$ cat src/rtl/core/ledv_pkg.sv
package ledv_pkg;

  localparam int FIELD_W = 32;
  localparam int TEMP_W  = 13;
  localparam int K_W     = 49;
  localparam int VEL_W   = 48;

  localparam logic [TEMP_W-1:0] T_NOM = 13'd1424;
  localparam logic [31:0] KNEE_R = 32'd16000;

  localparam logic [63:0] C_A0  = 64'd36149658;
  localparam logic [63:0] C_A1  = 64'd521253683;
  localparam logic [63:0] C_A2  = 64'd291008020;
  localparam logic [63:0] C_A3  = 64'd281149;
  localparam logic [63:0] C_A4  = 64'd2859336;
  localparam logic [63:0] C_A5  = 64'd13455;
  localparam logic [63:0] C_B   = 64'd944985;
  localparam logic [38:0] C_VEL = 39'd295147905179;
  localparam logic [46:0] VMAX  = 47'h7FFF_FFFF_FFFF;

  typedef struct packed {
    logic [2:0]              neg;
    logic [2:0][FIELD_W-1:0] mag;
  } lanes_t;

endpackage

$ cat src/rtl/core/ledv_front.sv
module ledv_front (
  input  logic                   clk,
  input  logic                   rst,
  input  logic                   start,
  input  logic                   hold,
  output logic                   busy,
  input  logic [31:0]            field_x,
  input  logic [31:0]            field_y,
  input  logic [31:0]            field_z,
  output logic                   out_valid,
  output ledv_pkg::lanes_t       out_item
);
  import ledv_pkg::*;

  lanes_t     item;
  lanes_t     slots [2];
  logic       wr_ptr;
  logic       rd_ptr;
  logic [1:0] count;
  logic       push;
  logic       pop;

  // split each component into sign and magnitude
  always_comb begin
    item.neg = {field_z[31], field_y[31], field_x[31]};
    item.mag[0] = field_x[31] ? (~field_x + 32'd1) : field_x;
    item.mag[1] = field_y[31] ? (~field_y + 32'd1) : field_y;
    item.mag[2] = field_z[31] ? (~field_z + 32'd1) : field_z;
  end

  assign busy      = hold || (count == 2'd2);
  assign push      = start && !busy;
  assign out_valid = count != 2'd0;
  assign pop       = out_valid;  // back end never stalls
  assign out_item  = slots[rd_ptr];

  always_ff @(posedge clk) begin
    if (push) begin
      slots[wr_ptr] <= item;
    end
  end

  always_ff @(posedge clk) begin
    if (rst) begin
      wr_ptr <= 1'b0;
      rd_ptr <= 1'b0;
      count  <= 2'd0;
    end else begin
      if (push) begin
        wr_ptr <= !wr_ptr;
      end
      if (pop) begin
        rd_ptr <= !rd_ptr;
      end
      count <= count + 2'(push) - 2'(pop);
    end
  end

endmodule

$ cat config.mk
export PLATFORM = sky130hd
export DESIGN_NAME = ledv_front
export DESIGN_NICKNAME = d
export VERILOG_FILES = /design/src/rtl/core/ledv_pkg.sv /design/src/rtl/core/ledv_front.sv
export SDC_FILE = /design/constraint.sdc
export NUM_CORES = 1
export LEC_CHECK = 0
export BUFFER_PORTS_ARGS = -buffer_cell sky130_fd_sc_hd__buf_2
export CAP_MARGIN = 10
export CORE_MARGIN = 2
export CORE_UTILIZATION = 53
export DETAILED_ROUTE_END_ITERATION = 6
export PLACE_DENSITY = 0.75
export SETUP_SLACK_MARGIN = 0.4
export SLEW_MARGIN = 0
export SYNTH_ARGS = -nofsm -noshare
export SYNTH_HDL_FRONTEND = slang
export SYNTH_SLANG_ARGS = --single-unit
$ cat constraint.sdc
create_clock -name clk -period 7.9 [get_ports clk]
set_input_delay 1.58 -clock clk [delete_from_list [all_inputs] [get_ports clk]]
set_output_delay 1.58 -clock clk [all_outputs]
set_load 0.005 [all_outputs]
## Word-level counts from Yosys, hierarchy flattened

Memories as Yosys holds them, arrays and structs flattened. A register that Yosys moved wholly into a read port is not among the register bits.
Cells that the tools add are included.

| operators by class | value |
|---|---|
| eq/ne operators | 1 |
| reductions and logical operators | 6 |
| add/subtract/negate cells | 5 |
| bitwise operators | 3 |
| muxes and demuxes | 7 |

Operators by type and width:

| cell | number |
|---|---|
| adder 32 x 1 -> 32 bit (second input constant) | 3 |
| two-way mux 32 bit | 3 |
| inverter 32 bit | 3 |
| two-way mux 1 bit | 4 |
| zero test 1 bit | 3 |
| adder 2 x 1 -> 2 bit | 1 |
| equality test 2 bit (second input constant) | 1 |
| nonzero test 2 bit | 1 |
| subtractor 2 x 1 -> 2 bit | 1 |
| logical AND 1 bit | 1 |
| logical OR 1 bit | 1 |

| storage, ports and cells | value |
|---|---|
| memories kept | 1 |
| flip-flop bits (word level) | 4 |
| output and inout bits | 101 |
| bits in writable memories | 198 |
| word-level logic and storage cells | 26 |

Memories:

| name | depth | bits a word | rd ports | clocked after memory_dff | write ports | line | text |
|---|---|---|---|---|---|---|---|
| slots | 2 | 99 | 1 | 1 | 1 | ledv_front.sv:16 | `lanes_t slots [2];` |

## Longest topological paths before layout

Gate-level depths: netlist of the first run.

| logic depth | value |
|---|---|
| depth in word-level cells | 6 |
| mapped depth | 7 |
| depth with buffers taken out | 6 |

## Least setup slack after synthesis of the first run

Ideal clock, no wire load.

| timing | value |
|---|---|
| kind | input to register |
| start point | input port hold |
| end point | memory slots[0][0] (netlist name), enable pin |
| data required time | 7.342 ns |
| cell stages on the path | 2 |
| setup slack | 1.400 ns |
| data arrival time | 5.941 ns |
| buffers on the path | 0 |
| library setup time | 0.558 ns |
| path through | nand3b_1 nor2_1 |

| on the way | value |
|---|---|
| word-level cells in the longest chain between the ends | 5 |

Ends and longest elaborated chain:

| element | line | text |
|---|---|---|
| start, declared | ledv_front.sv:5 | `input logic hold,` |
| logical OR 1 bit | ledv_front.sv:31 | `assign busy = hold \|\| (count == 2'd2);` |
| zero test 1 bit | ledv_front.sv:32 | `assign push = start && !busy;` |
| logical AND 1 bit | ledv_front.sv:32 |  |
| two-way mux 1 bit | ledv_front.sv:38 | `if (push) begin` |
| two-way mux 1 bit (not written as such) | ledv_front.sv:39 | `slots[wr_ptr] <= item;` |
| end, declared | ledv_front.sv:16 |  |

No other way between the ends.

==> results.yml, run 1 <==
floorplanning:
  die_area_mm2: 0.0188
  ios: 201
  initial_core_util: 0.542
  fp.dieH_um: 137
  rows: 48
  core-area_mm2: 0.0173
  chipWidth_um: 137
sta:
  fmax_ghz: 0.243
  worst_slew_pin_slew_ps: 754
  hold_slack_ps: 452
  period_share: 0.522
  setup_violations: 0
  fin_tns_setup_ps: 0
  fin_ws_ps: 3780
  slew_headroom: 0.498
  rsz0062_at_grt: "false"
  hold_viol_final: 0
  finalClockSkew_ps: 5.53
  min_period_ps: 4120
  finalMaxSlewViolations: 0
power_and_ir_drop:
  pwr-share-clk: 0.358
  powerDensity_mw_per_mm2: 214
  p_comb_frac: 0.116
  swShare: 0.223
  p_leak_uw: 0.00385
  p_sw_uw: 535
  p_seq_frac: 0.526
  p_int_uw: 1870
  ir_drop_mv: 0.127
yosys:
  yosysSeqAreaShare: 0.645
  avgSynthCellArea_um2: 15.0
  syn-num-nets: 727
  synthDistinctLibCells: 34
  yosysWarnings: 0
  synthesis.instances: 624
  synthesis.area_mm2: 0.00938
  ys_ff_latch: 203
worst_hold_path:
  hold_path_depth: 2
  hold_start: "count[1]$_SDFF_PP0_"
  whs_endpoint: "count[1]$_SDFF_PP0_"
  min_path_type: "reg -> reg"
setup_path:
  path_class: "reg -> out"
  worstPathCellList: "buf_4 > mux2_2 > buf_2"
  crit_fanout: 55
  critPathCaptureType: "output pin"
  cp.required_ps: 6320
  worst_r2r_path_depth: 5
  cp.arrival_ps: 2540
  regToRegSetupSlack_ps: 5350
  max_stage_delay_ps: 750
  r2r_start: "count[0]$_SDFF_PP0_"
  start_kind: "register"
  slowest_stage: "dfxtp_4"
  r2r_end: "slots[1][63]$_DFFE_PP_"
clock_network:
  htreeDepth: 1
  hold_buffers: 0
  tritoncts: "built"
  cts.clk_slew.worst_paths_ps: 60
  clkLatencyLatePin_ps: 480
  ctsResizeCount: 0
  clock_path_buffers: 3
  cts_buffers: 21
  cts_setup_buffers: 0
  cts-root-buf: "clkbuf_16"
  cts.sinks: 203
route:
  ant_nets: 0
  routed_wl_um: 19500
  drcViolationCount: 0
  wire_per_inst_um: 18.4
  drt-initial-drc-count: 397
  vias: 6061
  first_pass_iters: 4
  viasPerCell: 5.69
grt:
  grt_pass1_vias: 5857
  grt_use_total: 0.202
  grt_max_degree: 56
  antenna_found_initial: 0
  grt_pass1_wl_um: 29900
  grt-ovfl-total: 0
flow_run:
  cap_violations: 0
finish:
  antenna_cells: 0
  multiInputGateArea_mm2: 0.00321
  seq_area_mm2: 0.00605
  layout_commonest_cell: "buf_2"
  mostFrequentLayoutCells: "200 x buf_2, 198 x edfxtp_1, 99 x mux2_2, 89 x xnor2_1, 30 x nand2_1"
  design_area_mm2: 0.0112
  n_fill_cell: 1298
  drive_gt1_frac: 0.415
  layout.nets: 929
  syn_to_final_growth_pct: 19.5
place:
  dp_slack_ps: 4050
  gp_congestion: 0.898
  port-buffer-count: 200
  placed_area_mm2: 0.0106
  detailed_place_hpwl_um: 13500
outcome:
  status: "completed"
## power by group through the flow
stage | logic (uW) | clock network, uW | registers, uW
floorplan | 158 | 0 | 1280
global placement | 271 | 0 | 1280
detailed placement | 279 | 0 | 1290
CTS | 281 | 879 | 1260
global route | 305 | 926 | 1270
finish | 279 | 858 | 1260
## metal layers
metal	wire length [um]	vias up	global-route usage
li1	-	2825	-
met1	8260	2970	0.276
met2	9460	240	0.334
met3	1480	26	0.0426
met4	345	0	0.0464
met5	0	-	0
## how the worst max path moves through the flow
stage / start / to / slack (ps)
floorplan: hold / slots[0][0]$_DFFE_PP_ / 1400
global placement: hold / slots[0][25]$_DFFE_PP_ / 4150
detailed placement: hold / slots[1][41]$_DFFE_PP_ / 4050
CTS: register / out_item[51] / 3730
global route: register / out_item[36] / 3620
finish: register / out_item[51] / 3780
## cell usage after synthesis
master | instances | area (um^2)
xnor2_1 | 89 | 780
or3_1 | 10 | 62.6
ha_1 | 3 | 37.5
nand3b_1 | 1 | 7.51
buf_1 | 4 | 15.0
edfxtp_1 | 198 | 5950
mux2_2 | 99 | 1110
nand4bb_1 | 1 | 11.3
buf_6 | 1 | 11.3
nor3_1 | 14 | 70.1
or4_1 | 4 | 30.0
o31ai_1 | 27 | 203
o21ai_0 | 23 | 115
nand3_1 | 5 | 25.0
o41ai_1 | 24 | 210
nor4_1 | 9 | 56.3
or4b_2 | 1 | 10.0
a21oi_1 | 1 | 5.00
or3_2 | 1 | 7.51
nand2b_1 | 7 | 43.8
clkbuf_1 | 21 | 78.8
nand4b_2 | 1 | 15.0
or2_2 | 5 | 31.3
nor4bb_1 | 1 | 10.0
nand4_1 | 5 | 31.3
or4_4 | 4 | 45.0
nor2_1 | 15 | 56.3
o41ai_4 | 1 | 27.5
o41ai_2 | 3 | 48.8
nor4b_1 | 2 | 17.5
or4b_1 | 1 | 10.0
inv_1 | 8 | 30.0
dfxtp_1 | 5 | 100
nand2_1 | 30 | 113
## through the flow
| step | instances | util | total power (uW) |
|---|---|---|---|
| after floorplan | 624 | - | 1440 |
| after global placement | 1028 | 0.613 | 1550 |
| after detailed placement | 1028 | 0.613 | 1570 |
| after CTS | 1065 | 0.648 | 2420 |
| after global routing | 1065 | 0.648 | 2500 |
| final | 1065 | 0.648 | 2400 |
## cells by family after synthesis
logic type                 share of synthesized area
AOI/OAI and AO/OA                             0.0650
xor gates and xnor gates                      0.0831
adders and majority gates                    0.00400
buffers and inverters                         0.0144
DFF                                            0.645
muxes                                          0.119
and+or+nand+nor                               0.0697
## registers in the layout, summed over array words and instances (netlist names), named ones only
register  count
slots       198
count         2
rd_ptr        1
wr_ptr        1
## area by class of cell
type / instances / area share
timing repair buffer: 205 / 0.0927
clock buffer: 26 / 0.0486
tap: 225 / 0.0251
sequential: 203 / 0.540
clock inverter: 11 / 0.00480
multi-input combinational: 387 / 0.286
inverter: 8 / 0.00268
## critical path: cells and delay by family, from the launching register on
| family | cells | cell delay [ps] |
|---|---|---|
| mux | 1 | 440 |
| flops | 1 | 750 |
| buf+inv | 2 | 850 |
No activity file was read; power rests on OpenSTA's default activity.
==> run 2: changes to the inputs <==
ABC_AREA = 1   (was default)
PLACE_DENSITY = 0.74   (was 0.75)
clock period = 3.96 ns   (was 7.9 ns; I/O delays follow)
==> run 2 against run 1 <==
Effect of this change:
- first-iteration DRC count increased by 33%
- hold slack improved by 3.6 ps
- clock power increased by 130%
- clock skew increased by 12 ps
- critical path type unchanged
==> results.yml, run 2 <==
yosys:
  synth.most_common_cell: "nand2_1"
  ys_ff_latch: 203
  synth_commonest_cells: "285 x nand2_1, 198 x edfxtp_1, 142 x nor2_1, 98 x mux2_2, 66 x inv_1"
  avgSynthCellArea_um2: 10.4
  ys.flop_type: "edfxtp_1"
  synthesis.instances: 984
  syn-num-nets: 1087
  yosysSeqAreaShare: 0.589
  async_flop_share: 0
  synthDistinctLibCells: 27
  synthesis.area_mm2: 0.0103
  yosysTopAreaCellShare: 0.579
  ys_top_cells_by_area: "edfxtp_1 58%, mux2_2 11%, nand2_1 10%"
  yosysWarnings: 0
  synth_edf_count: 198
  yosys.area.top_type: "edfxtp_1"
route:
  routed_wl_um: 23200
  viasPerCell: 5.16
  first_pass_iters: 5
  vias: 7577
  wire_per_inst_um: 15.8
  drcViolationCount: 0
  drt-initial-drc-count: 529
  ant_nets: 0
finish:
  layout.nets: 1293
  postLayoutCoreUtil: 0.649
  drive_gt1_frac: 0.306
  top_register: "slots"
  stdcell_count: 1467
  layout_commonest_cell: "nand2_1"
  reg_top3: "slots (198), count (2)"
  mostFrequentLayoutCells: "285 x nand2_1, 200 x buf_2, 198 x edfxtp_1, 140 x nor2_1, 98 x mux2_2"
  largest_reg_flops: 198
  design_area_mm2: 0.0123
  syn_to_final_growth_pct: 19.3
floorplanning:
  chipWidth_um: 143
  ios: 201
  rows: 50
  initial_core_util: 0.544
  fp.dieH_um: 143
  die_area_mm2: 0.0205
  core-area_mm2: 0.0189
clock_network:
  htreeDepth: 1
  cts_buffers: 21
  clkLatencyLatePin_ps: 490
  ctsResizeCount: 0
  tritoncts: "built"
  cts.clk_slew.worst_paths_ps: 60
  cts.sinks: 203
  hold_buffers: 0
  clock_path_buffers: 3
  cts_setup_buffers: 0
  cts-root-buf: "clkbuf_16"
sta:
  finalClockSkew_ps: 17.1
  fin_ws_ps: 1010
  fmax_ghz: 0.339
  min_period_ps: 2950
  slew_headroom: 0.568
  period_share: 0.744
  finalMaxSlewViolations: 0
  setup_violations: 0
  hold_viol_final: 0
  rsz0062_at_grt: "false"
  worst_slew_pin_slew_ps: 648
power_and_ir_drop:
  pwr-share-clk: 0.385
  powerDensity_mw_per_mm2: 413
  p_int_uw: 3920
  p_seq_frac: 0.495
  ir_drop_mv: 0.259
  p_comb_frac: 0.119
  swShare: 0.225
  p_leak_uw: 0.00491
  p_sw_uw: 1140
  total_power_uw: 5060
grt:
  top_usage_layer: "met2"
  grt-ovfl-total: 0
  global_route.usage.met3: 0.0359
  grt_max_degree: 100
  grt_pass1_vias: 6925
  antenna_found_initial: 1
  grt_pass1_wl_um: 35200
  use_met1: 0.298
  grt_use_total: 0.220
  grtUsageMet2: 0.369
setup_path:
  path_class: "reg -> out"
  start_kind: "register"
  crit_fanout: 53
  cp.arrival_ps: 2150
  critPathCaptureType: "output pin"
  cp.required_ps: 3170
place:
  placed_cells: 1427
  detailed_place_hpwl_um: 17300
  port-buffer-count: 200
  placed_area_mm2: 0.0116
  dp_slack_ps: 1440
  gp_congestion: 0.916
outcome:
  status: "completed"
worst_hold_path:
  min_path_type: "reg -> reg"
flow_run:
  cap_violations: 0
run 2: final cells by class:
type	instances	area (um^2)
fill	1537	6640
sequential	203	6050
multi-input combinational	693	3860
timing repair buffer	204	1070
clock buffer	28	562
tap	260	325
inverter	67	251
clock inverter	10	131
antenna	2	5.00
run 2: worst max-delay path, stage by stage (launching register included):
cell and delay (ps):
dfxtp_4 750, buf_12 340, mux2_2 390, buf_2 130
run 2: power groups by stage:
stage          logic, uW  clock network [uW]  registers [uW]
2_1_floorplan        364                   0            2530
3_3_place_gp         589                   0            2550
3_5_place_dp         603                   0            2550
4_1_cts              606                1990            2510
5_1_grt              671                2070            2510
6_report             604                1950            2510
run 2: metrics by stage:
step | setup TNS, ps | hold WS (ps)
after global placement | 0 | 432
final | 0 | 456
after global routing | 0 | 479
after CTS | 0 | 461
after detailed placement | 0 | 450
after floorplan | -15140 | 423
run 2: path summary, 6_finish.rpt:
kind                       start                      to  slack [ps]  cells past startpoint
max                     register            out_item[61]        1010                      3
min          count[1]$_SDFF_PP0_     count[1]$_SDFF_PP0_         460                      2
min reg2reg  count[1]$_SDFF_PP0_     count[1]$_SDFF_PP0_         460                      2
max reg2reg  count[0]$_SDFF_PP0_  slots[1][76]$_DFFE_PP_        1970                      5
run 2: logic make-up (layout without fill, tap and decap cells):
family                     count (synthesis)  in the layout  synth area share
and+or+nand+nor                          520            520             0.210
DFF                                      203            203             0.589
muxes                                     99             99             0.109
buffers and inverters                     88            309            0.0370
xor gates and xnor gates                  45             45            0.0384
AOI/OAI and AO/OA                         26             26            0.0135
adders and majority gates                  3              3           0.00365
other                                      0              2                 0
run 2: routing by layer:
| metal | up-vias | wire [um] |
|---|---|---|
| li1 | 3710 | - |
| met1 | 3553 | 10100 |
| met2 | 281 | 11100 |
| met3 | 33 | 1490 |
| met4 | 0 | 490 |
| met5 | - | 0 |
