## src/rtl/core/ledv_pkg.sv

```systemverilog
package ledv_pkg;

  localparam int FIELD_W = 32;
  localparam int TEMP_W  = 13;
  localparam int K_W     = 49;
  localparam int VEL_W   = 48;

  localparam logic [TEMP_W-1:0] T_NOM = 13'd1424;
  localparam logic [31:0] KNEE_R = 32'd16000;

  localparam logic [63:0] C_A0  = 64'd36149658;
  localparam logic [63:0] C_A1  = 64'd521253683;
  localparam logic [63:0] C_A2  = 64'd291008020;
  localparam logic [63:0] C_A3  = 64'd281149;
  localparam logic [63:0] C_A4  = 64'd2859336;
  localparam logic [63:0] C_A5  = 64'd13455;
  localparam logic [63:0] C_B   = 64'd944985;
  localparam logic [38:0] C_VEL = 39'd295147905179;
  localparam logic [46:0] VMAX  = 47'h7FFF_FFFF_FFFF;

  typedef struct packed {
    logic [2:0]              neg;
    logic [2:0][FIELD_W-1:0] mag;
  } lanes_t;

endpackage

```

## src/rtl/core/ledv_temp.sv

```systemverilog
module ledv_temp (
  input  logic                        clk,
  input  logic                        rst,
  input  logic                        cfg_valid,
  output logic                        cfg_ready,
  input  logic [ledv_pkg::TEMP_W-1:0] cfg_data,
  output logic                        busy,
  output logic [ledv_pkg::K_W-1:0]    k
);
  import ledv_pkg::*;

  localparam logic [1:0] ST_IDLE = 2'd0;
  localparam logic [1:0] ST_DIV1 = 2'd1;
  localparam logic [1:0] ST_ROOT = 2'd2;
  localparam logic [1:0] ST_DIV2 = 2'd3;

  logic [1:0]        state;
  logic [TEMP_W-1:0] tq;
  logic [59:0]       src;
  logic [TEMP_W-1:0] rem;
  logic [59:0]       quo;
  logic [29:0]       root;
  logic [31:0]       srem;
  logic [5:0]        cnt;
  logic [TEMP_W:0]   rem_s;
  logic              ge;
  logic [TEMP_W-1:0] rem_next;
  logic [59:0]       quo_next;
  logic [33:0]       srem2;
  logic [33:0]       strial;
  logic              sge;
  logic [29:0]       root_next;
  logic [40:0]       scaled;

  // shared serial divider by t and serial square root
  always_comb begin
    rem_s     = {rem, src[59]};
    ge        = rem_s >= {1'b0, tq};
    rem_next  = ge ? TEMP_W'(rem_s - {1'b0, tq}) : rem_s[TEMP_W-1:0];
    quo_next  = {quo[58:0], ge};
    srem2     = {srem, src[59:58]};
    strial    = {2'b00, root, 2'b01};
    sge       = srem2 >= strial;
    root_next = {root[28:0], sge};
    scaled    = 41'(T_NOM) * 41'(root_next);
  end

  assign cfg_ready = state == ST_IDLE;
  assign busy      = state != ST_IDLE;

  always_ff @(posedge clk) begin
    if (rst) begin
      state <= ST_IDLE;
      k     <= K_W'(64'h1_0000_0000);  // value at the reset temperature
    end else begin
      unique case (state)
        ST_IDLE: begin
          if (cfg_valid) begin
            state <= ST_DIV1;
          end
        end
        ST_DIV1: begin
          if (cnt == 6'd59) begin
            state <= ST_ROOT;
          end
        end
        ST_ROOT: begin
          if (cnt == 6'd29) begin
            state <= ST_DIV2;
          end
        end
        ST_DIV2: begin
          if (cnt == 6'd59) begin
            state <= ST_IDLE;
            k     <= quo_next[K_W-1:0];
          end
        end
        default: state <= ST_IDLE;
      endcase
    end
  end

  always_ff @(posedge clk) begin
    unique case (state)
      ST_IDLE: begin
        tq   <= (cfg_data == '0) ? TEMP_W'(1) : cfg_data;
        src  <= 60'(T_NOM) << 48;
        rem  <= '0;
        quo  <= '0;
        cnt  <= '0;
      end
      ST_DIV1: begin
        rem <= rem_next;
        quo <= quo_next;
        cnt <= cnt + 6'd1;
        src <= src << 1;
        if (cnt == 6'd59) begin
          src  <= quo_next;
          srem <= '0;
          root <= '0;
          cnt  <= '0;
        end
      end
      ST_ROOT: begin
        srem <= 32'(sge ? (srem2 - strial) : srem2);
        root <= root_next;
        cnt  <= cnt + 6'd1;
        src  <= src << 2;
        if (cnt == 6'd29) begin
          src <= {11'd0, scaled, 8'd0};
          rem <= '0;
          quo <= '0;
          cnt <= '0;
        end
      end
      ST_DIV2: begin
        rem <= rem_next;
        quo <= quo_next;
        cnt <= cnt + 6'd1;
        src <= src << 1;
      end
      default: cnt <= '0;
    endcase
  end

endmodule

```

## config.mk

```make
export PLATFORM = sky130hd
export DESIGN_NAME = ledv_temp
export DESIGN_NICKNAME = d
export VERILOG_FILES = /design/src/rtl/core/ledv_pkg.sv /design/src/rtl/core/ledv_temp.sv
export SDC_FILE = /design/constraint.sdc
export NUM_CORES = 1
export LEC_CHECK = 0
export ABC_AREA = 1
export BUFFER_PORTS_ARGS = -buffer_cell sky130_fd_sc_hd__buf_2
export CORE_ASPECT_RATIO = 0.9
export CORE_MARGIN = 2
export CORE_UTILIZATION = 62
export CTS_CLUSTER_DIAMETER = 30
export CTS_CLUSTER_SIZE = 30
export DETAILED_ROUTE_END_ITERATION = 8
export PLACE_DENSITY = 0.77
export SLEW_MARGIN = 20
export SYNTH_ARGS = -nofsm -noshare
export SYNTH_HDL_FRONTEND = slang
export SYNTH_SLANG_ARGS = --single-unit
```

## constraint.sdc

```tcl
create_clock -name clk -period 7.34 [get_ports clk]
set_clock_uncertainty 0.15 [all_clocks]
set_input_delay 1.468 -clock clk [delete_from_list [all_inputs] [get_ports clk]]
set_output_delay 1.468 -clock clk [all_outputs]
set_load 0.1 [all_outputs]
```

# Word-level counts from Yosys, hierarchy flattened
# Cells that the tools add are included.
[word_totals]
input_bits = 16
register_bits = 264
word_cells = 53
out_inout_bits = 51
[classes]
n_reduce_logical = 8
magnitude_cmp = 2
mul = 1
n_addsub = 3
n_mux = 21
n_eq_ne = 9
[op_table]
columns = ["op", "count"]
rows = [
  ["60-bit case mux with 4 select lines", 1],
  ["59-bit case mux with 3 select lines", 1],
  ["60-bit 2-to-1 mux", 2],
  ["32-bit 2-to-1 mux", 2],
  ["32-bit case mux with 2 select lines", 1],
  ["30-bit case mux with 2 select lines", 1],
  ["59-bit 2-to-1 mux", 1],
  ["13-bit case mux with 3 select lines", 1],
  ["7-bit by 30-bit multiplier with 37-bit output, first input constant", 1],
  ["34-bit by 32-bit >= comparator with 1-bit output", 1],
  ["32-bit subtractor", 1],
  ["30-bit 2-to-1 mux", 1],
  ["13-bit 2-to-1 mux", 2],
  ["6-bit case mux with 4 select lines", 1],
  ["14-bit by 13-bit >= comparator with 1-bit output", 1],
  ["13-bit logical NOT", 1],
  ["13-bit subtractor", 1],
  ["6-bit 2-to-1 mux", 2],
  ["2-bit 2-to-1 mux", 4],
  ["2-bit != test, second input constant", 4],
  ["2-bit case mux with 4 select lines", 1],
  ["6-bit by 1-bit adder with 6-bit output, second input constant", 1],
  ["6-bit by 5-bit == test with 1-bit output, second input constant", 1],
  ["6-bit == test, second input constant", 1],
  ["other kinds (7)", 10],
]

# Depth between registers and ports, before layout
# Gate-level depths: netlist of the first run.
[depth]
depth_word = 4
ltp_mapped = 34
ltp_nobuf = 33

# Least setup slack after synthesis of the first run
# Ideal clock, no wire load.
[synth_timing]
path_type = "register -> register"
from = "register state[0]"
to = "register root[0], enable pin"
path_buffers = 1
setup_slack_ns = 1.274
path_stages_with_launch = 6
t_required_ns = 6.623
setup_time_ns = 0.567
arrival_time_ns = 5.349
period_less_slack_ns = 6.066
path_cell_list = "dfxtp_1 > inv_1 > ha_1 > clkinv_1 > clkbuf_1 > o21ai_0"
[synth_via]
elab_chain_len = 3
elab_cells_between_ends = 5
cone_classes = "eq/ne: 3; reduce/logical: 2"
[synth_rtl]
columns = ["item", "line_no", "text"]
rows = [
  ["start, declared", "ledv_temp.sv:17", "logic [1:0] state;"],
  ["start signal, assigned", "ledv_temp.sv:53", "state <= ST_IDLE;"],
  ["start signal, assigned", "ledv_temp.sv:59", "state <= ST_DIV1;"],
  ["start signal, assigned", "ledv_temp.sv:64", "state <= ST_ROOT;"],
  ["2-bit by 1-bit == test with 1-bit output / 2-bit == test (equally long branches)", "ledv_temp.sv:84", "unique case (state)"],
  ["2-bit != test (no line) / 2-bit nonzero test (equally long branches)", "n/a", ""],
  ["2-bit AND reduction (no line) *", "n/a", ""],
  ["end signal, assigned", "ledv_temp.sv:106", "root <= root_next;"],
  ["end, declared", "ledv_temp.sv:22", "logic [29:0] root;"],
]
# Mark *: on every way between the ends. The rest lies on a longest branch, timed or not.
# A chain may end at the register's enable or synchronous reset.

# Worst setup path in the final report of the first run
[layout_timing]
from = "register root[22]"
to = "register src[27]"
[layout_via]
elab_chain_len = 4
[layout_rtl]
columns = ["item", "line_no", "text"]
rows = [
  ["34-bit by 32-bit >= comparator with 1-bit output", "ledv_temp.sv:43", "sge = srem2 >= strial;"],
  ["7-bit by 30-bit multiplier with 37-bit output", "ledv_temp.sv:45", "scaled = 41'(T_NOM) * 41'(root_next);"],
  ["60-bit 2-to-1 mux", "ledv_temp.sv:109", "if (cnt == 6'd29) begin"],
  ["60-bit case mux with 4 select lines", "ledv_temp.sv:84", ""],
  ["end signal, assigned", "ledv_temp.sv:87", "src <= 60'(T_NOM) << 48;"],
  ["end signal, assigned", "ledv_temp.sv:108", "src <= src << 2;"],
  ["end signal, assigned", "ledv_temp.sv:110", "src <= {11'd0, scaled, 8'd0};"],
  ["end, declared", "ledv_temp.sv:19", "logic [59:0] src;"],
]
# Every way passes these cells.

==> summary.md, run 1 <==
| Metric | Value |
|---|---|
| CTS tree | yes |
| Critical path class | flop to flop |
| Avg Inst Size Synth | 7.68 sq um |
| Number of synthesized register bits | 264 |
| HP Class | flop to flop |
| Fillers | 2296 |
| Fin crit period | 5.75 ns |
| Nets | 2659 |
| Crit-path max FO | 65 |
| Routability cong. | 0.968 |
| Drt pass-1 iters | 7 |
| Aggregate global routing overflow | 0 |
| Post-Synth XOR/XNOR Area | 2.25% |
| DPL Wire Length | 32300 microns |
| Most common cell in the netlist | inv_1 |
| Top cell by count, worst path | nand2_1 |
| Top post-synthesis cells by area | edfxtp_1, dfxtp_1, inv_1 |
| Fin. max-slew vios | 0 |
| Critical Path End Type | flop |
| Critical path required time | 7.69 ns |
| Row cnt | 59 |
| Synth top cells by count | inv_1, nand2_1, nor2_1, a21oi_1, ha_1 |
| Final Hold Vio Count | 0 |
| Tcrit/Tclk final | 78.3% |
| Compound-cell area share of the yosys netlist | 13.6% |
| Chip height | 167 microns |
| Slew Limit Headroom | 44.4% |
| CTS Root Cell | clkbuf_16 |
| Met2 Routed Length | 21600 microns |
| # setup viols final | 0 |
| Wl on met1 | 19100 microns |
| Routed Antenna Nets | 0 |
| I/O pin total | 67 |
| CP max-delay cell | fa_1 |
| GR Util All Layers | 29.8% |
| Top layer reached by signal wires | met4 |
| Area of the die | 30900 sq um |
| TritonCTS Buffers | 52 |
| Adder-Cell Fraction of Synth Area | 16.3% |
| Post-CTS Setup Inserts | 0 |
| Width of the chip | 185 microns |
| Largest net degree at the start of global routing | 97 |
| Largest family of logic cells by synthesized area | simple AND/OR/NAND/NOR gates |
| Drc violations | 0 |
| Layout cells sized above 1 | 8.91% |
| Detailed Route WL | 44700 microns |
| Status | completed |
| # clock sinks | 264 |
| Maximum clock frequency | 174 MHz |
| Gates resized, CTS repair | 0 |
| Routed wl met3 | 2560 microns |
| Mux contribution to synthesized area | 0% |
| Register Area | 6760 sq um |
| Antenna violations before repair | 0 |
| Post-synth EDFFs | 147 |
| Area share of the largest cell type after synthesis | 24.1% |
| Yosys top cell by area | edfxtp_1 |
| H-tree Lvls | 2 |
| Share of the yosys chip area belonging to registers | 36.9% |
| Syn_nets | 2608 |
| P&R area growth vs syn | 12.8% |
| IO Port Bufs | 66 |
| Vias per Instance | 5.38 |
| Vias post-DR | 15476 |
| Setup TNS Final | 0 ns |
| Synth Area in Simple Gates | 17.5% |
| Post-Syn Area | 18300 sq um |
| Prevailing post-synth register cell | edfxtp_1 |
| Synth Warn # | 0 |
| Worst skew pair latency | 0.57 ns |
| RSZ-0062 raised after global routing | no |
| CORE AREA | 29000 sq um |
| Global-route wire length before repair | 74600 microns |
| Multi-input gate area | 9130 sq um |
| Initial DRC Count | 1105 |
| Max Cap Viol | 0 |
| WL/cell | 15.5 microns |
| Crit path DAT | 6.10 ns |
| Vias in the first global route | 15463 |
| Clock Tree Buf Depth | 3 |
| Gate Count Post-Synth | 2385 |
| Worst-path clk slew | 0.05 ns |
| Hold Buf Count CTS | 0 |
| Worst-Margin Slew | 0.833 ns |
| CP max stage delay | 0.50 ns |
| Starting Density | 63.1% |
| Crit start category | flop |
| Asr flop ratio synth | 0% |
| Netlist cell types | 48 |
-- worst max-delay path, delay by kind of cell (launching register included) --
family | cells | cell delay, ns
adders and majority gates | 6 | 2.26
buffers and inverters | 5 | 0.37
AOI/OAI and AO/OA | 2 | 0.50
DFF | 1 | 0.42
and+or+nand+nor | 14 | 1.94
-- kinds of logic (layout without fill, tap and decap cells) --
logic type | after synthesis | count (layout)
compound gates | 438 | 438
other cells | 0 | 1
simple gates | 791 | 791
flops | 264 | 264
xor+xnor | 47 | 47
fa+ha+maj | 207 | 207
buf+inv | 638 | 732
-- stage by stage --
stage	area (sq um)	instances	hold slack (ns)	setup WS, ns	utilization, %
6_report	20600	2876	0.314	1.59	71.1
5_1_grt	20600	2875	0.329	1.14	71.1
4_1_cts	20600	2875	0.320	1.66	71.1
3_5_place_dp	18900	2778	0.303	1.77	65.1
3_3_place_gp	18900	2778	0.295	1.81	65.1
2_1_floorplan	18300	2385	0.283	1.27	-
-- registers in the layout, indices dropped and copies added, names as in the netlist --
register,count
root,30
srem,32
k,49
src,60
state,2
cnt,6
rem,13
tq,13
quo,59
-- placed cells by master, fill, tap and decap left out, types with 7 or more instances in the layout --
| cell | count |
|---|---|
| a21oi_1 | 178 |
| a21oi_2 | 28 |
| a221oi_1 | 7 |
| a31oi_1 | 16 |
| buf_2 | 66 |
| buf_4 | 10 |
| clkbuf_16 | 52 |
| clkinv_2 | 13 |
| dfxtp_1 | 117 |
| edfxtp_1 | 147 |
| fa_1 | 53 |
| ha_1 | 152 |
| inv_1 | 552 |
| nand2_1 | 450 |
| nand3_1 | 78 |
| nand4_1 | 7 |
| nor2_1 | 216 |
| nor3_1 | 11 |
| nor4_1 | 7 |
| o21ai_0 | 109 |
| o21ai_1 | 34 |
| o21bai_1 | 9 |
| o22ai_1 | 30 |
| xnor2_1 | 24 |
| xor2_1 | 23 |
-- per-layer routing --
metal	up-vias	GRT usage [%]
met3	109	5.55
met4	0	10.6
met5	-	0
met2	420	51.2
met1	7273	37.4
li1	7674	-
-- worst paths after layout --
check	start	to	slack, ns	depth (start not counted)
setup / recovery	root[22]$_SDFFCE_PN0P_	src[27]$_DFF_P_	1.59	27
hold / removal	cnt[0]$_DFF_P_	cnt[0]$_DFF_P_	0.31	1
setup reg to reg	root[22]$_SDFFCE_PN0P_	src[27]$_DFF_P_	1.59	27
hold reg to reg	cnt[0]$_DFF_P_	cnt[0]$_DFF_P_	0.31	1
-- area by class of cell --
cell class | instances | area share (%)
Multi-Input combinational cell | 1483 | 44.2
Sequential cell | 264 | 32.7
Inverter | 559 | 10.2
Clock buffer | 59 | 6.53
Tap cell | 396 | 2.40
Clock inverter | 38 | 1.99
Timing Repair Buffer | 76 | 1.96
Antenna cell | 1 | 0.0121
Power of run 1 is not shown: default switching activity piles up to over one toggle a cycle in this logic, so the estimate is an artifact.
==> run 2: changes to the inputs <==
--- a/config.mk
+++ b/config.mk
@@ -9,11 +9,11 @@
 export BUFFER_PORTS_ARGS = -buffer_cell sky130_fd_sc_hd__buf_2
 export CORE_ASPECT_RATIO = 0.9
 export CORE_MARGIN = 2
-export CORE_UTILIZATION = 62
+export CORE_UTILIZATION = 57
 export CTS_CLUSTER_DIAMETER = 30
 export CTS_CLUSTER_SIZE = 30
 export DETAILED_ROUTE_END_ITERATION = 8
-export PLACE_DENSITY = 0.77
+export PLACE_DENSITY = 0.74
 export SLEW_MARGIN = 20
 export SYNTH_ARGS = -nofsm -noshare
 export SYNTH_HDL_FRONTEND = slang
==> constraint.sdc (replaced) <==
create_clock -name clk -period 4.8 [get_ports clk]
set_clock_uncertainty 0.15 [all_clocks]
set_input_delay 0.96 -clock clk [delete_from_list [all_inputs] [get_ports clk]]
set_output_delay 0.96 -clock clk [all_outputs]
set_load 0.1 [all_outputs]
==> run 2 against run 1 <==
Effect of this change:
- routed wire length rose by 0.11%
- global-route usage fell by 3.3 points
- setup slack got worse by 1.5 ns
- die area rose by 8.6%
- via count rose by 2.5%
- sequential cell count did not move
- final cell count rose by 5.2%
- design area rose by 8.1%
- non-clock buffer count rose by 135
- sequential share of layout area fell by 2.5 points
- critical path depth rose by 2
- register-to-register slack got worse by 1.5 ns
==> summary.md, run 2 (synthesis gave the netlist of run 1 again) <==
| Metric | Value |
|---|---|
| CTS Root Cell | clkbuf_16 (unchanged) |
| P&R area growth vs syn | 21.9% (was 12.8%) |
| Register Area | 6760 sq um (unchanged) |
| # setup viols final | 0 (unchanged) |
| Clock Tree Buf Depth | 3 (unchanged) |
| Max reg flops | 60 (unchanged) |
| Multi-input gate area | 9820 sq um (was 9130 sq um) |
| # diodes | 0 (was 1) |
| Crit path DAT | 4.95 ns (was 6.10 ns) |
| Fin crit period | 4.69 ns (was 5.75 ns) |
| Drt pass-1 iters | 5 (was 7) |
| CP max-delay cell | fa_1 (unchanged) |
| Crit start category | flop (unchanged) |
| Crit-path max FO | 4 (was 65) |
| Worst-path clk slew | 0.05 ns (about the same) |
| Worst-Margin Slew | 0.992 ns (was 0.833 ns) |
| Chip height | 174 microns (was 167 microns) |
| Vias in the first global route | 15360 (was 15463) |
| Top cell by count, worst path | nand3_2 (was nand2_1) |
| Top Registers | src x60, quo x59, k x49 (unchanged) |
| H-tree Lvls | 2 (unchanged) |
| # clock sinks | 264 (unchanged) |
| Tcrit/Tclk final | 97.7% (was 78.3%) |
| Slew Limit Headroom | 33.7% (was 44.4%) |
| TritonCTS Buffers | 49 (was 52) |
| Detailed Route WL | 44800 microns (was 44700 microns) |
| Status | completed (unchanged) |
| Dpl cells | 2907 (was 2778) |
| Most common cell after layout, fill and taps aside | inv_1 (unchanged) |
| Commonest non-fill, non-tap cells in the layout | inv_1, nand2_1, nor2_1, a21oi_1, edfxtp_1 (was inv_1, nand2_1, nor2_1, a21oi_1, ha_1) |
| Fillers | 2474 (was 2296) |
| Starting Density | 57.7% (was 63.1%) |
| Fin. max-slew vios | 0 (unchanged) |
| IO Port Bufs | 66 (unchanged) |
| Aggregate global routing overflow | 0 (unchanged) |
| Routed Antenna Nets | 0 (unchanged) |
| Layout cells sized above 1 | 18.6% (was 8.91%) |
| GR Util All Layers | 26.5% (was 29.8%) |
| Post-Layout Cell Count | 3025 (was 2876) |
| Worst slack, placed | -0.116 ns (was 1.77 ns) |
| I/O pin total | 67 (unchanged) |
| Vias per Instance | 5.24 (was 5.38) |
| Critical path class | flop to flop (unchanged) |
| Width of the chip | 193 microns (was 185 microns) |
| Antenna violations before repair | 0 (unchanged) |
| Area of the die | 33600 sq um (was 30900 sq um) |
| Fin util | 70.3% (was 71.1%) |
| Global-route wire length before repair | 72500 microns (was 74600 microns) |
| HP Class | flop to flop (unchanged) |
| Initial DRC Count | 1073 (was 1105) |
| Largest net degree at the start of global routing | 66 (was 97) |
| Max Cap Viol | 0 (unchanged) |
| DPL Wire Length | 32000 microns (was 32300 microns) |
| Maximum clock frequency | 213 MHz (was 174 MHz) |
| CORE AREA | 31700 sq um (was 29000 sq um) |
| Vias post-DR | 15861 (was 15476) |
| Final Hold Vio Count | 0 (unchanged) |
| Drc violations | 0 (unchanged) |
| RSZ-0062 raised after global routing | yes (was no) |
| WL/cell | 14.8 microns (was 15.5 microns) |
| Routability cong. | 0.920 (was 0.968) |
| CP max stage delay | 0.49 ns (was 0.50 ns) |
| Row cnt | 62 (was 59) |
| Largest register by flop count | src (unchanged) |
| Critical Path End Type | flop (unchanged) |
| Nets | 2791 (was 2659) |
| R2R setup slack | 0.11 ns (was 1.59 ns) |
| Worst skew pair latency | 0.56 ns (was 0.57 ns) |
| Hold Buf Count CTS | 0 (unchanged) |
| Critical path required time | 5.06 ns (was 7.69 ns) |
| CTS tree | yes (unchanged) |
| Final worst slack | 0.113 ns (was 1.59 ns) |
## run 2: changes by cell type in the layout (fill, tap and decap cells not counted), sizes merged
cell	previous run	this run
clkinvlp	4	7
inv	566	569
bufinv	6	4
clkinv	21	17
buf	76	211
diode	1	0
clkbuf	59	54
## run 2: critical path, delay by kind of cell, from the launching register on
kind / cells / cell delay, ns
adder cells (fa/ha/maj): 6 / 1.96
buffers and inverters: 5 / 0.23
flip-flops: 1 / 0.44
AO/OA/AOI/OAI: 1 / 0.17
AND/OR/NAND/NOR: 17 / 1.56
## run 2: cell type report
class | count | area share [%]
Multi-Input combinational cell | 1483 | 44.0
Sequential cell | 264 | 30.3
Inverter | 559 | 9.40
Timing Repair Buffer | 211 | 6.50
Clock buffer | 54 | 5.76
Tap cell | 416 | 2.33
Clock inverter | 38 | 1.73
## run 2: per-stage QoR
step           hold WS, ns  TNS [ns]  instance area [sq um]
3_5_place_dp         0.304    -0.710                  19700
5_1_grt              0.343     -2.71                  22300
6_report             0.313         0                  22300
2_1_floorplan        0.283         0                  18300
4_1_cts              0.321         0                  21600
3_3_place_gp         0.297   -0.0290                  19700
## run 2: layer usage
layer,track usage [%],vias to the layer above,routed length [microns]
met2,45.8,426,21900
met3,4.16,71,2400
met5,0,-,0
met1,35.0,7415,19600
li1,-,7949,-
met4,5.43,0,860
## run 2: path summary, 6_finish.rpt
check / startpoint / depth (start not counted) / end
setup / recovery: srem[6]$_SDFFCE_PN0P_ / 29 / src[37]$_DFF_P_
setup reg to reg: srem[6]$_SDFFCE_PN0P_ / 29 / src[37]$_DFF_P_
hold / removal: cnt[0]$_DFF_P_ / 1 / cnt[0]$_DFF_P_
hold reg to reg: cnt[0]$_DFF_P_ / 1 / cnt[0]$_DFF_P_
## run 2: repair_timing
| action | in CTS | in global routing |
|---|---|---|
| resized for setup | 19 | 139 |
| setup endpoints to repair | 21 | 29 |
| buffers inserted | 1 | 24 |
| cloned | 0 | 0 |
| hold endpoints to repair | 0 | 0 |
| pin swaps | 4 | 56 |
Power of run 2 is left out for the same reason.
